## src/rtl/core/sortpq_pkg.sv

```systemverilog
// sortpq_pkg: shared types and constants for the sorted priority queue
// holds action, status and sequencer state codes and the stored entry layout
// no dependencies
package sortpq_pkg;

   // default number of queue slots
   localparam int QUEUE_DEPTH_DEF = 16;

   // field widths
   localparam int ACTION_W = 2;
   localparam int LEVEL_W  = 3;
   localparam int YEARS_W  = 7;
   localparam int LABEL_W  = 64;
   localparam int STATUS_W = 3;
   localparam int OCC_W    = 5;

   // legal ranges of the stored fields
   localparam logic [LEVEL_W-1:0] LEVEL_MIN = LEVEL_W'(1);
   localparam logic [LEVEL_W-1:0] LEVEL_MAX = LEVEL_W'(4);
   localparam logic [YEARS_W-1:0] YEARS_MIN = YEARS_W'(1);
   localparam logic [YEARS_W-1:0] YEARS_MAX = YEARS_W'(110);

   // requested action
   typedef enum logic [ACTION_W-1:0] {
      ACT_ADD   = 2'd0,
      ACT_CALL  = 2'd1,
      ACT_CLEAR = 2'd2
   } action_type;

   // result status
   typedef enum logic [STATUS_W-1:0] {
      STAT_ADDED    = 3'd0,
      STAT_FULL     = 3'd1,
      STAT_CALLED   = 3'd2,
      STAT_EMPTY    = 3'd3,
      STAT_CLEARED  = 3'd4,
      STAT_NO_CLEAR = 3'd5
   } status_type;

   // sequencer states
   typedef enum logic [2:0] {
      S_IDLE,
      S_INS_RD,
      S_INS_CMP,
      S_CALL,
      S_DONE
   } state_type;

   // one queue entry as kept in the slot memory
   typedef struct packed {
      logic [LEVEL_W-1:0] level;
      logic [YEARS_W-1:0] years;
      logic [LABEL_W-1:0] label_lo;
      logic [LABEL_W-1:0] label_mid;
      logic [LABEL_W-1:0] label_hi;
   } entry_type;

   localparam int ENTRY_W = $bits(entry_type);

endpackage

```

## src/rtl/core/sortpq_ram.sv

```systemverilog
// sortpq_ram: generic single write port, single read port memory
// read data is registered and appears in the cycle after the address
// no dependencies
module sortpq_ram #(
   parameter int WIDTH = 8,
   parameter int DEPTH = 16
) (
   input  logic                     clock,
   input  logic                     wr_en,
   input  logic [$clog2(DEPTH)-1:0] wr_addr,
   input  logic [WIDTH-1:0]         wr_data,
   input  logic [$clog2(DEPTH)-1:0] rd_addr,
   output logic [WIDTH-1:0]         rd_data
);

   logic [WIDTH-1:0] mem_ff [DEPTH];
   logic [WIDTH-1:0] rd_data_ff;

   // write port
   always_ff @(posedge clock) begin
      if (wr_en) begin
         mem_ff[wr_addr] <= wr_data;
      end
   end

   // registered read port
   always_ff @(posedge clock) begin
      rd_data_ff <= mem_ff[rd_addr];
   end

   assign rd_data = rd_data_ff;

endmodule

```

## src/rtl/core/sorted_priority_queue_top.sv

```systemverilog
// sorted_priority_queue_top: bounded priority queue kept in level order in one slot memory.
// add: walks from the tail toward the head, moving each entry of larger level back one slot,
// until an entry of equal or lower level or the head is reached; call and clear need no walk.
// one action at a time; a new action is taken the cycle after a result is loaded.
// reset (synchronous, active high) empties the queue; slot contents are not cleared.
// depends on sortpq_pkg and sortpq_ram
module sorted_priority_queue_top #(
   parameter int QUEUE_DEPTH = sortpq_pkg::QUEUE_DEPTH_DEF
) (
   input  logic                                  clock,
   input  logic                                  reset,
   // request channel
   input  logic                                  req_valid,
   output logic                                  req_ready,
   input  logic [sortpq_pkg::ACTION_W-1:0]       req_action,
   input  logic [sortpq_pkg::LEVEL_W-1:0]        req_level,
   input  logic [sortpq_pkg::YEARS_W-1:0]        req_years,
   input  logic [sortpq_pkg::LABEL_W-1:0]        req_label_lo,
   input  logic [sortpq_pkg::LABEL_W-1:0]        req_label_mid,
   input  logic [sortpq_pkg::LABEL_W-1:0]        req_label_hi,
   // response channel
   output logic                                  rsp_valid,
   input  logic                                  rsp_ready,
   output logic [sortpq_pkg::STATUS_W-1:0]       rsp_status,
   output logic [sortpq_pkg::LEVEL_W-1:0]        rsp_out_level,
   output logic [sortpq_pkg::YEARS_W-1:0]        rsp_out_years,
   output logic [sortpq_pkg::LABEL_W-1:0]        rsp_out_label_lo,
   output logic [sortpq_pkg::LABEL_W-1:0]        rsp_out_label_mid,
   output logic [sortpq_pkg::LABEL_W-1:0]        rsp_out_label_hi,
   output logic [sortpq_pkg::OCC_W-1:0]          rsp_occupancy
);

   import sortpq_pkg::*;

   localparam int PW = $clog2(QUEUE_DEPTH);
   localparam int CW = $clog2(QUEUE_DEPTH + 1);
   localparam int SW = CW + 1;
   localparam logic [PW-1:0] LAST_SLOT = PW'(QUEUE_DEPTH - 1);
   localparam logic [CW-1:0] FULL_COUNT = CW'(QUEUE_DEPTH);

   // sequencer and queue bookkeeping
   state_type         state_ff, state_in;
   logic [CW-1:0]     count_ff, count_in;
   logic [PW-1:0]     head_ff, head_in;
   logic [PW-1:0]     dst_ff, dst_in;
   logic [CW-1:0]     left_ff, left_in;
   entry_type         item_ff, item_in;
   status_type        status_ff, status_in;

   // response register
   logic              rsp_valid_ff, rsp_valid_in;
   entry_type         rsp_ff, rsp_in;
   status_type        rsp_status_ff, rsp_status_in;
   logic [OCC_W-1:0]  rsp_occ_ff, rsp_occ_in;

   // slot memory port
   logic              ram_we;
   logic [PW-1:0]     ram_wr_addr;
   entry_type         ram_wr_data;
   logic [PW-1:0]     ram_rd_addr;
   logic [ENTRY_W-1:0] ram_rd_data;
   entry_type         rd_entry;

   // helpers
   logic [SW-1:0]     tail_sum;
   logic [PW-1:0]     tail_w;
   logic [PW-1:0]     src_w;
   logic [PW-1:0]     head_inc;
   logic              out_free;
   logic              is_full;
   logic              is_empty;
   logic              moves_back;
   action_type        act;
   logic [LEVEL_W-1:0] lv_clamp;
   logic [YEARS_W-1:0] yr_clamp;

   assign rd_entry = ram_rd_data;
   assign act      = action_type'(req_action);
   assign out_free = !rsp_valid_ff || rsp_ready;
   assign is_full  = (count_ff == FULL_COUNT);
   assign is_empty = (count_ff == '0);
   assign moves_back = (rd_entry.level > item_ff.level);

   // circular slot arithmetic
   assign tail_sum = SW'(head_ff) + SW'(count_ff);
   assign tail_w   = (tail_sum >= SW'(QUEUE_DEPTH)) ? PW'(tail_sum - SW'(QUEUE_DEPTH))
                                                    : PW'(tail_sum);
   assign src_w    = (dst_ff == '0) ? LAST_SLOT : dst_ff - PW'(1);
   assign head_inc = (head_ff == LAST_SLOT) ? '0 : head_ff + PW'(1);

   // clamp incoming level and age into their legal ranges
   always_comb begin
      if (req_level < LEVEL_MIN) begin
         lv_clamp = LEVEL_MIN;
      end else if (req_level > LEVEL_MAX) begin
         lv_clamp = LEVEL_MAX;
      end else begin
         lv_clamp = req_level;
      end
      if (req_years < YEARS_MIN) begin
         yr_clamp = YEARS_MIN;
      end else if (req_years > YEARS_MAX) begin
         yr_clamp = YEARS_MAX;
      end else begin
         yr_clamp = req_years;
      end
   end

   // next state
   always_comb begin
      state_in = state_ff;
      case (state_ff)
         S_IDLE: begin
            if (req_valid) begin
               case (act)
                  ACT_ADD:   state_in = is_full ? S_DONE : S_INS_RD;
                  ACT_CALL:  state_in = is_empty ? S_DONE : S_CALL;
                  ACT_CLEAR: state_in = S_DONE;
                  default:   state_in = S_IDLE;
               endcase
            end
         end
         S_INS_RD:  state_in = (left_ff == '0) ? S_DONE : S_INS_CMP;
         S_INS_CMP: state_in = moves_back ? S_INS_RD : S_DONE;
         S_CALL:    state_in = out_free ? S_IDLE : S_CALL;
         S_DONE:    state_in = out_free ? S_IDLE : S_DONE;
         default:   state_in = S_IDLE;
      endcase
   end

   // handshake and memory control
   always_comb begin
      req_ready   = (state_ff == S_IDLE);
      ram_rd_addr = (state_ff == S_INS_RD) ? src_w : head_ff;
      ram_wr_addr = dst_ff;
      ram_we      = ((state_ff == S_INS_RD) && (left_ff == '0)) || (state_ff == S_INS_CMP);
      ram_wr_data = ((state_ff == S_INS_CMP) && moves_back) ? rd_entry : item_ff;
   end

   // datapath and response next values
   always_comb begin
      count_in      = count_ff;
      head_in       = head_ff;
      dst_in        = dst_ff;
      left_in       = left_ff;
      item_in       = item_ff;
      status_in     = status_ff;
      rsp_valid_in  = rsp_valid_ff;
      rsp_in        = rsp_ff;
      rsp_status_in = rsp_status_ff;
      rsp_occ_in    = rsp_occ_ff;

      // response slot drains on transfer
      if (rsp_valid_ff && rsp_ready) begin
         rsp_valid_in = 1'b0;
      end

      case (state_ff)
         S_IDLE: begin
            if (req_valid) begin
               item_in.level     = lv_clamp;
               item_in.years     = yr_clamp;
               item_in.label_lo  = req_label_lo;
               item_in.label_mid = req_label_mid;
               item_in.label_hi  = req_label_hi;
               dst_in            = tail_w;
               left_in           = count_ff;
               case (act)
                  ACT_ADD: begin
                     status_in = is_full ? STAT_FULL : STAT_ADDED;
                  end
                  ACT_CALL: begin
                     status_in = STAT_EMPTY;
                  end
                  ACT_CLEAR: begin
                     status_in = is_empty ? STAT_NO_CLEAR : STAT_CLEARED;
                     count_in  = '0;
                     head_in   = '0;
                  end
                  default: begin
                     status_in = status_ff;
                  end
               endcase
            end
         end
         S_INS_RD: begin
            // nothing left to walk past: the new entry lands here
            if (left_ff == '0) begin
               count_in = count_ff + CW'(1);
            end
         end
         S_INS_CMP: begin
            // larger level moves back one slot, else the new entry goes in
            if (moves_back) begin
               dst_in  = src_w;
               left_in = left_ff - CW'(1);
            end else begin
               count_in = count_ff + CW'(1);
            end
         end
         S_CALL: begin
            if (out_free) begin
               rsp_valid_in  = 1'b1;
               rsp_in        = rd_entry;
               rsp_status_in = STAT_CALLED;
               rsp_occ_in    = OCC_W'(count_ff - CW'(1));
               count_in      = count_ff - CW'(1);
               head_in       = head_inc;
            end
         end
         S_DONE: begin
            if (out_free) begin
               rsp_valid_in  = 1'b1;
               rsp_in        = '0;
               rsp_status_in = status_ff;
               rsp_occ_in    = OCC_W'(count_ff);
            end
         end
         default: begin
            count_in = count_ff;
         end
      endcase
   end

   // control registers
   always_ff @(posedge clock) begin
      if (reset) begin
         state_ff     <= S_IDLE;
         count_ff     <= '0;
         head_ff      <= '0;
         rsp_valid_ff <= 1'b0;
      end else begin
         state_ff     <= state_in;
         count_ff     <= count_in;
         head_ff      <= head_in;
         rsp_valid_ff <= rsp_valid_in;
      end
   end

   // payload registers
   always_ff @(posedge clock) begin
      dst_ff        <= dst_in;
      left_ff       <= left_in;
      item_ff       <= item_in;
      status_ff     <= status_in;
      rsp_ff        <= rsp_in;
      rsp_status_ff <= rsp_status_in;
      rsp_occ_ff    <= rsp_occ_in;
   end

   // slot memory
   sortpq_ram #(
      .WIDTH (ENTRY_W),
      .DEPTH (QUEUE_DEPTH)
   ) u_slots (
      .clock   (clock),
      .wr_en   (ram_we),
      .wr_addr (ram_wr_addr),
      .wr_data (ram_wr_data),
      .rd_addr (ram_rd_addr),
      .rd_data (ram_rd_data)
   );

   // response ports
   assign rsp_valid         = rsp_valid_ff;
   assign rsp_status        = rsp_status_ff;
   assign rsp_out_level     = rsp_ff.level;
   assign rsp_out_years     = rsp_ff.years;
   assign rsp_out_label_lo  = rsp_ff.label_lo;
   assign rsp_out_label_mid = rsp_ff.label_mid;
   assign rsp_out_label_hi  = rsp_ff.label_hi;
   assign rsp_occupancy     = rsp_occ_ff;

endmodule
```

## config.mk

```make
export PLATFORM = sky130hd
export DESIGN_NAME = sorted_priority_queue_top
export DESIGN_NICKNAME = d
export VERILOG_FILES = /design/src/rtl/core/sortpq_pkg.sv /design/src/rtl/core/sortpq_ram.sv /design/src/rtl/core/sorted_priority_queue_top.sv
export SDC_FILE = /design/constraint.sdc
export NUM_CORES = 2
export LEC_CHECK = 0
export BUFFER_PORTS_ARGS = -buffer_cell sky130_fd_sc_hd__buf_4
export CORE_ASPECT_RATIO = 0.6
export CORE_MARGIN = 8
export CORE_UTILIZATION = 55
export CTS_BUF_LIST = sky130_fd_sc_hd__clkbuf_4 sky130_fd_sc_hd__clkbuf_8
export DETAILED_ROUTE_END_ITERATION = 8
export PLACE_DENSITY = 0.82
export SLEW_MARGIN = 20
export SYNTH_ARGS = -nofsm -noshare
export SYNTH_HDL_FRONTEND = slang
export SYNTH_HIERARCHICAL = 1
export SYNTH_SLANG_ARGS = --single-unit
```

## constraint.sdc

```tcl
create_clock -name clock -period 52.3 [get_ports clock]
set_clock_uncertainty 0.05 [all_clocks]
set_input_delay 10.46 -clock clock [delete_from_list [all_inputs] [get_ports clock]]
set_output_delay 10.46 -clock clock [all_outputs]
set_load 0.02 [all_outputs]
```

==> metrics <==
run status=finished clean; WL met1=about 130 mm; P_sw=between 1000 and 1500 µW; Post-Syn Nets=between 6000 and 7000; type of the worst setup path=reg -> out; internal cell power=between 4000 and 5000 µW; Overflow after GRT=0; register-to-register setup slack=45220 ps; worst reg2reg endpoint=u_slots/rd_data[61]; vias in the first global route=around 70000; setup repair after global routing missed its margin=no; max-slew violations=0; TritonCTS buffer count=549; proportion of total power due to net switching=about 22%; Port Buffer Count=419; hold bufs inserted after CTS=0; setup-violating endpoint count in the final report=0; Worst IR Drop VDD=about 0.000020 V; data arrival at the endpoint of the critical path=~2300 ps; peak clock frequency supported by timing=a little under 80 MHz; estimated wirelength of the detail-placed design=approximately 170 mm; height of the chip=411.5 µm; antenna violations before repair=13; critical path cell sequence=nor3_1 > buf_4; family of cells with the greatest summed delay on the critical path=simple AND/OR/NAND/NOR gates; Max-Slew Margin vs Limit=a little under a quarter; Clk pwr share=38.9%; Post-synth ARST share=0%; total leakage power=0.05110 µW; Worst-path clk slew=roughly 60 ps; num rows=around 150; area of the mapped netlist=0.1434 mm²; CTS tree=built; final wirelength=334.4 mm; peak fanout along the critical path=15; area of the multi-input gates=roughly 0.028 mm²; post-cts resize count=0; number of nets in the layout=around 7400; global-route total usage across every layer=23.67%; number of top-level pins=420; total power after layout=a little over 6000 µW; depth of the most critical reg-to-reg path=12; WL/cell=a little over 30 µm; Slowest-stage cell, CP=sky130_fd_sc_hd__nor3_1; Worst-Margin Slew=1144 ps; count of unresolved DRC violations after routing=0; Highest Signal Layer=met5; met2 routed wirelength=approximately 160 mm; Layout fillers=approximately 17000; core area=around 0.26 mm²; number of cells on the worst hold path=2; Logic pwr share=between 4 and 5%; delay of the slowest cell on the worst path=~540 ps; leading register cell type out of synthesis=sky130_fd_sc_hd__edfxtp_1; hold-critical path endpoint=rsp_valid; Die Span X=about 680 µm; Layout Utilization=between 60% and 70%; post-route fraction of the period consumed by the critical path=between 20% and 30%; Min Clock Period, post-route=approximately 13000 ps; detailed-routing iteration count for the pre-antenna-repair pass=6; layout cells sized above 1=approximately a third; effective utilization at floorplan=between 50% and 60%; Worst Hold Class=reg -> reg; register bit count reported by yosys=3871; number of synthesized flops with an enable pin=roughly 3700; gp weighted congestion=a little under 0.8; fraction of power consumed by sequential logic=56.5%; number of nets with antenna violations after detailed routing=0; CTS H-tree depth=6; Req. time, crit path=between 40000 and 50000 ps; Power Density=about 38 mW/mm²; Via Count=approximately 69000; MaxCap Viol Count=0; number of buffers and inverters on the critical path=1; Worst Setup Start Kind=register; total negative setup slack=0 ps; length of routed met3 wiring=around 36 mm; Post-CTS Setup Repair Bufs=0; pin count of the biggest net entering global routing=approximately 150; Sink Count=between 3000 and 4000; YS warnings=6; Layout Area Growth over Synthesis=12.82%; sequential area share after synthesis=between 70% and 80%; Final Hold Violating Endpoints=0; element type at the critical path end=output pin; area of the die=between 0.2 and 0.3 mm²; synthesized area divided by synthesized cell count=approximately 23 µm²; hold path startpoint=rsp_valid; Starting DRT DRC Count=8861; number of buffers between clock root and the deepest sink=4; Clock Tree Root=sky130_fd_sc_hd__clkbuf_8; CP Launch Point=state_ff[2]; detail-routed via count per cell=between 6 and 7; register area=roughly 0.11 mm²; gate count of the mapped netlist=around 6400; startpoint of the most critical register-to-register path=dst_ff[0]; source-to-sink clock delay at the later pin of the worst-skew pair=~1000 ps; number of distinct library cells after synthesis=55; global-route wire length before repair=about 480 mm
## cells in the final DEF, fill, tap and decap left out, drive strengths merged, types with 7 or more instances in the layout
cell type	Yosys	final
a21oi	23	23
a221oi	21	21
a22oi	350	350
and2	207	207
buf	190	545
bufinv	0	9
clkbuf	146	824
clkinv	0	114
clkinvlp	0	22
dfxtp	215	215
edfxtp	3656	3656
ha	17	17
inv	19	38
mux2	293	293
mux2i	37	37
mux4	759	759
nand2	177	177
nand2b	31	31
nand3b	7	7
nor2	37	37
nor2b	38	38
nor3	10	10
o21ai	36	36
o221ai	29	29
o22a	7	7
xnor2	9	9
## state kept, by name, summed over array words and instances (netlist names), 4 cells and up
| signal | count |
|---|---|
| head_ff | 4 |
| rsp_out_label_mid | 64 |
| item_ff | 202 |
| dst_ff | 4 |
| count_ff | 5 |
| rsp_out_label_hi | 64 |
| u_slots/mem_ff | 3232 |
| rsp_out_years | 7 |
| rsp_occupancy | 5 |
| left_ff | 5 |
| u_slots/rd_data | 202 |
| rsp_out_label_lo | 64 |
## stage by stage
step | hold WS, ps | setup slack, ps | instances | instance area, µm²
6_report | 468.8 | 39530 | 11022 | 161700
5_1_grt | 505.9 | 39490 | 11017 | 161700
4_1_cts | 468.8 | 39490 | 11015 | 161700
3_5_place_dp | 460.1 | 38940 | 10027 | 150600
3_3_place_gp | 469.0 | 39070 | 10027 | 150600
2_1_floorplan | 427.3 | 30740 | 6365 | 143400
## worst min-delay path, stage by stage, from the launching register on
cell and delay [ps]:
sky130_fd_sc_hd__dfxtp_1 320, sky130_fd_sc_hd__nand2b_1 70, sky130_fd_sc_hd__a31oi_1 70
## how the worst max path moves through the flow
stage / end / slack (ps) / cells past startpoint
detailed placement: rsp_out_label_mid[25] / 38940 / 5
CTS: req_ready / 39490 / 2
finish: req_ready / 39530 / 2
floorplan: rsp_occupancy[0] / 30740 / 2
global placement: rsp_out_label_mid[21] / 39070 / 5
global route: req_ready / 39490 / 2
## cells in the mapped netlist (3+ instances only)
master / instances / area, µm²
sky130_fd_sc_hd__xnor2_1: 9 / 78.83
sky130_fd_sc_hd__mux4_2: 759 / 17090
sky130_fd_sc_hd__buf_6: 11 / 123.9
sky130_fd_sc_hd__inv_1: 19 / 71.32
sky130_fd_sc_hd__a21o_1: 3 / 22.52
sky130_fd_sc_hd__nor2_1: 37 / 138.9
sky130_fd_sc_hd__nor2b_1: 38 / 237.7
sky130_fd_sc_hd__buf_2: 105 / 525.5
sky130_fd_sc_hd__nor3b_1: 3 / 22.52
sky130_fd_sc_hd__o22a_1: 7 / 61.31
sky130_fd_sc_hd__ha_1: 17 / 212.7
sky130_fd_sc_hd__o21ai_0: 35 / 175.2
sky130_fd_sc_hd__nand3_1: 4 / 20.02
sky130_fd_sc_hd__and3_1: 3 / 18.77
sky130_fd_sc_hd__nor3_1: 10 / 50.05
sky130_fd_sc_hd__o221ai_1: 29 / 254.0
sky130_fd_sc_hd__nand3b_1: 7 / 52.55
sky130_fd_sc_hd__and2_1: 207 / 1295
sky130_fd_sc_hd__clkbuf_1: 146 / 548.0
sky130_fd_sc_hd__edfxtp_1: 3656 / 109800
sky130_fd_sc_hd__a22oi_1: 350 / 2628
sky130_fd_sc_hd__o31ai_1: 3 / 22.52
sky130_fd_sc_hd__buf_4: 51 / 382.9
sky130_fd_sc_hd__a221oi_1: 21 / 183.9
sky130_fd_sc_hd__a211oi_1: 3 / 22.52
sky130_fd_sc_hd__a21oi_1: 23 / 115.1
sky130_fd_sc_hd__mux2i_1: 37 / 370.4
sky130_fd_sc_hd__a31oi_1: 5 / 31.28
sky130_fd_sc_hd__buf_1: 23 / 86.33
sky130_fd_sc_hd__dfxtp_1: 215 / 4304
sky130_fd_sc_hd__nand2_1: 177 / 664.4
sky130_fd_sc_hd__nand2b_1: 31 / 193.9
sky130_fd_sc_hd__mux2_2: 293 / 3299
## logic make-up after synthesis
logic type	count (synthesis)	synth area share, %
flip-flops	3871	79.59
multiplexers	1089	14.48
AND/OR/NAND/NOR	527	1.940
AO/OA/AOI/OAI	494	2.548
buffers and inverters	355	1.212
adder cells (fa/ha/maj)	18	0.1623
XOR/XNOR	11	0.06721
## metal layers
| layer | track usage [%] | vias up |
|---|---|---|
| li1 | - | 28132 |
| met5 | 0 | - |
| met1 | 33.92 | 36250 |
| met2 | 37.35 | 4314 |
| met4 | 7.239 | 2 |
| met3 | 4.678 | 631 |
## final cells by class
class / count / area share (%)
multi-input combinational: 2139 / 17.16
inverter: 19 / 0.04874
clock inverter: 164 / 0.7025
antenna: 6 / 0.009284
tap: 3454 / 2.672
sequential: 3871 / 70.55
timing repair buffer: 545 / 2.677
clock buffer: 824 / 6.185
## power by group through the flow
stage | clock network (µW) | registers (µW) | logic, µW
after floorplan | 0 | 3560 | 176
after global placement | 0 | 3560 | 271
after detailed placement | 0 | 3560 | 283
after CTS | 2450 | 3500 | 285
after global routing | 2580 | 3500 | 304
final | 2400 | 3490 | 283
Note: power is estimated with default switching activity, not from simulation.
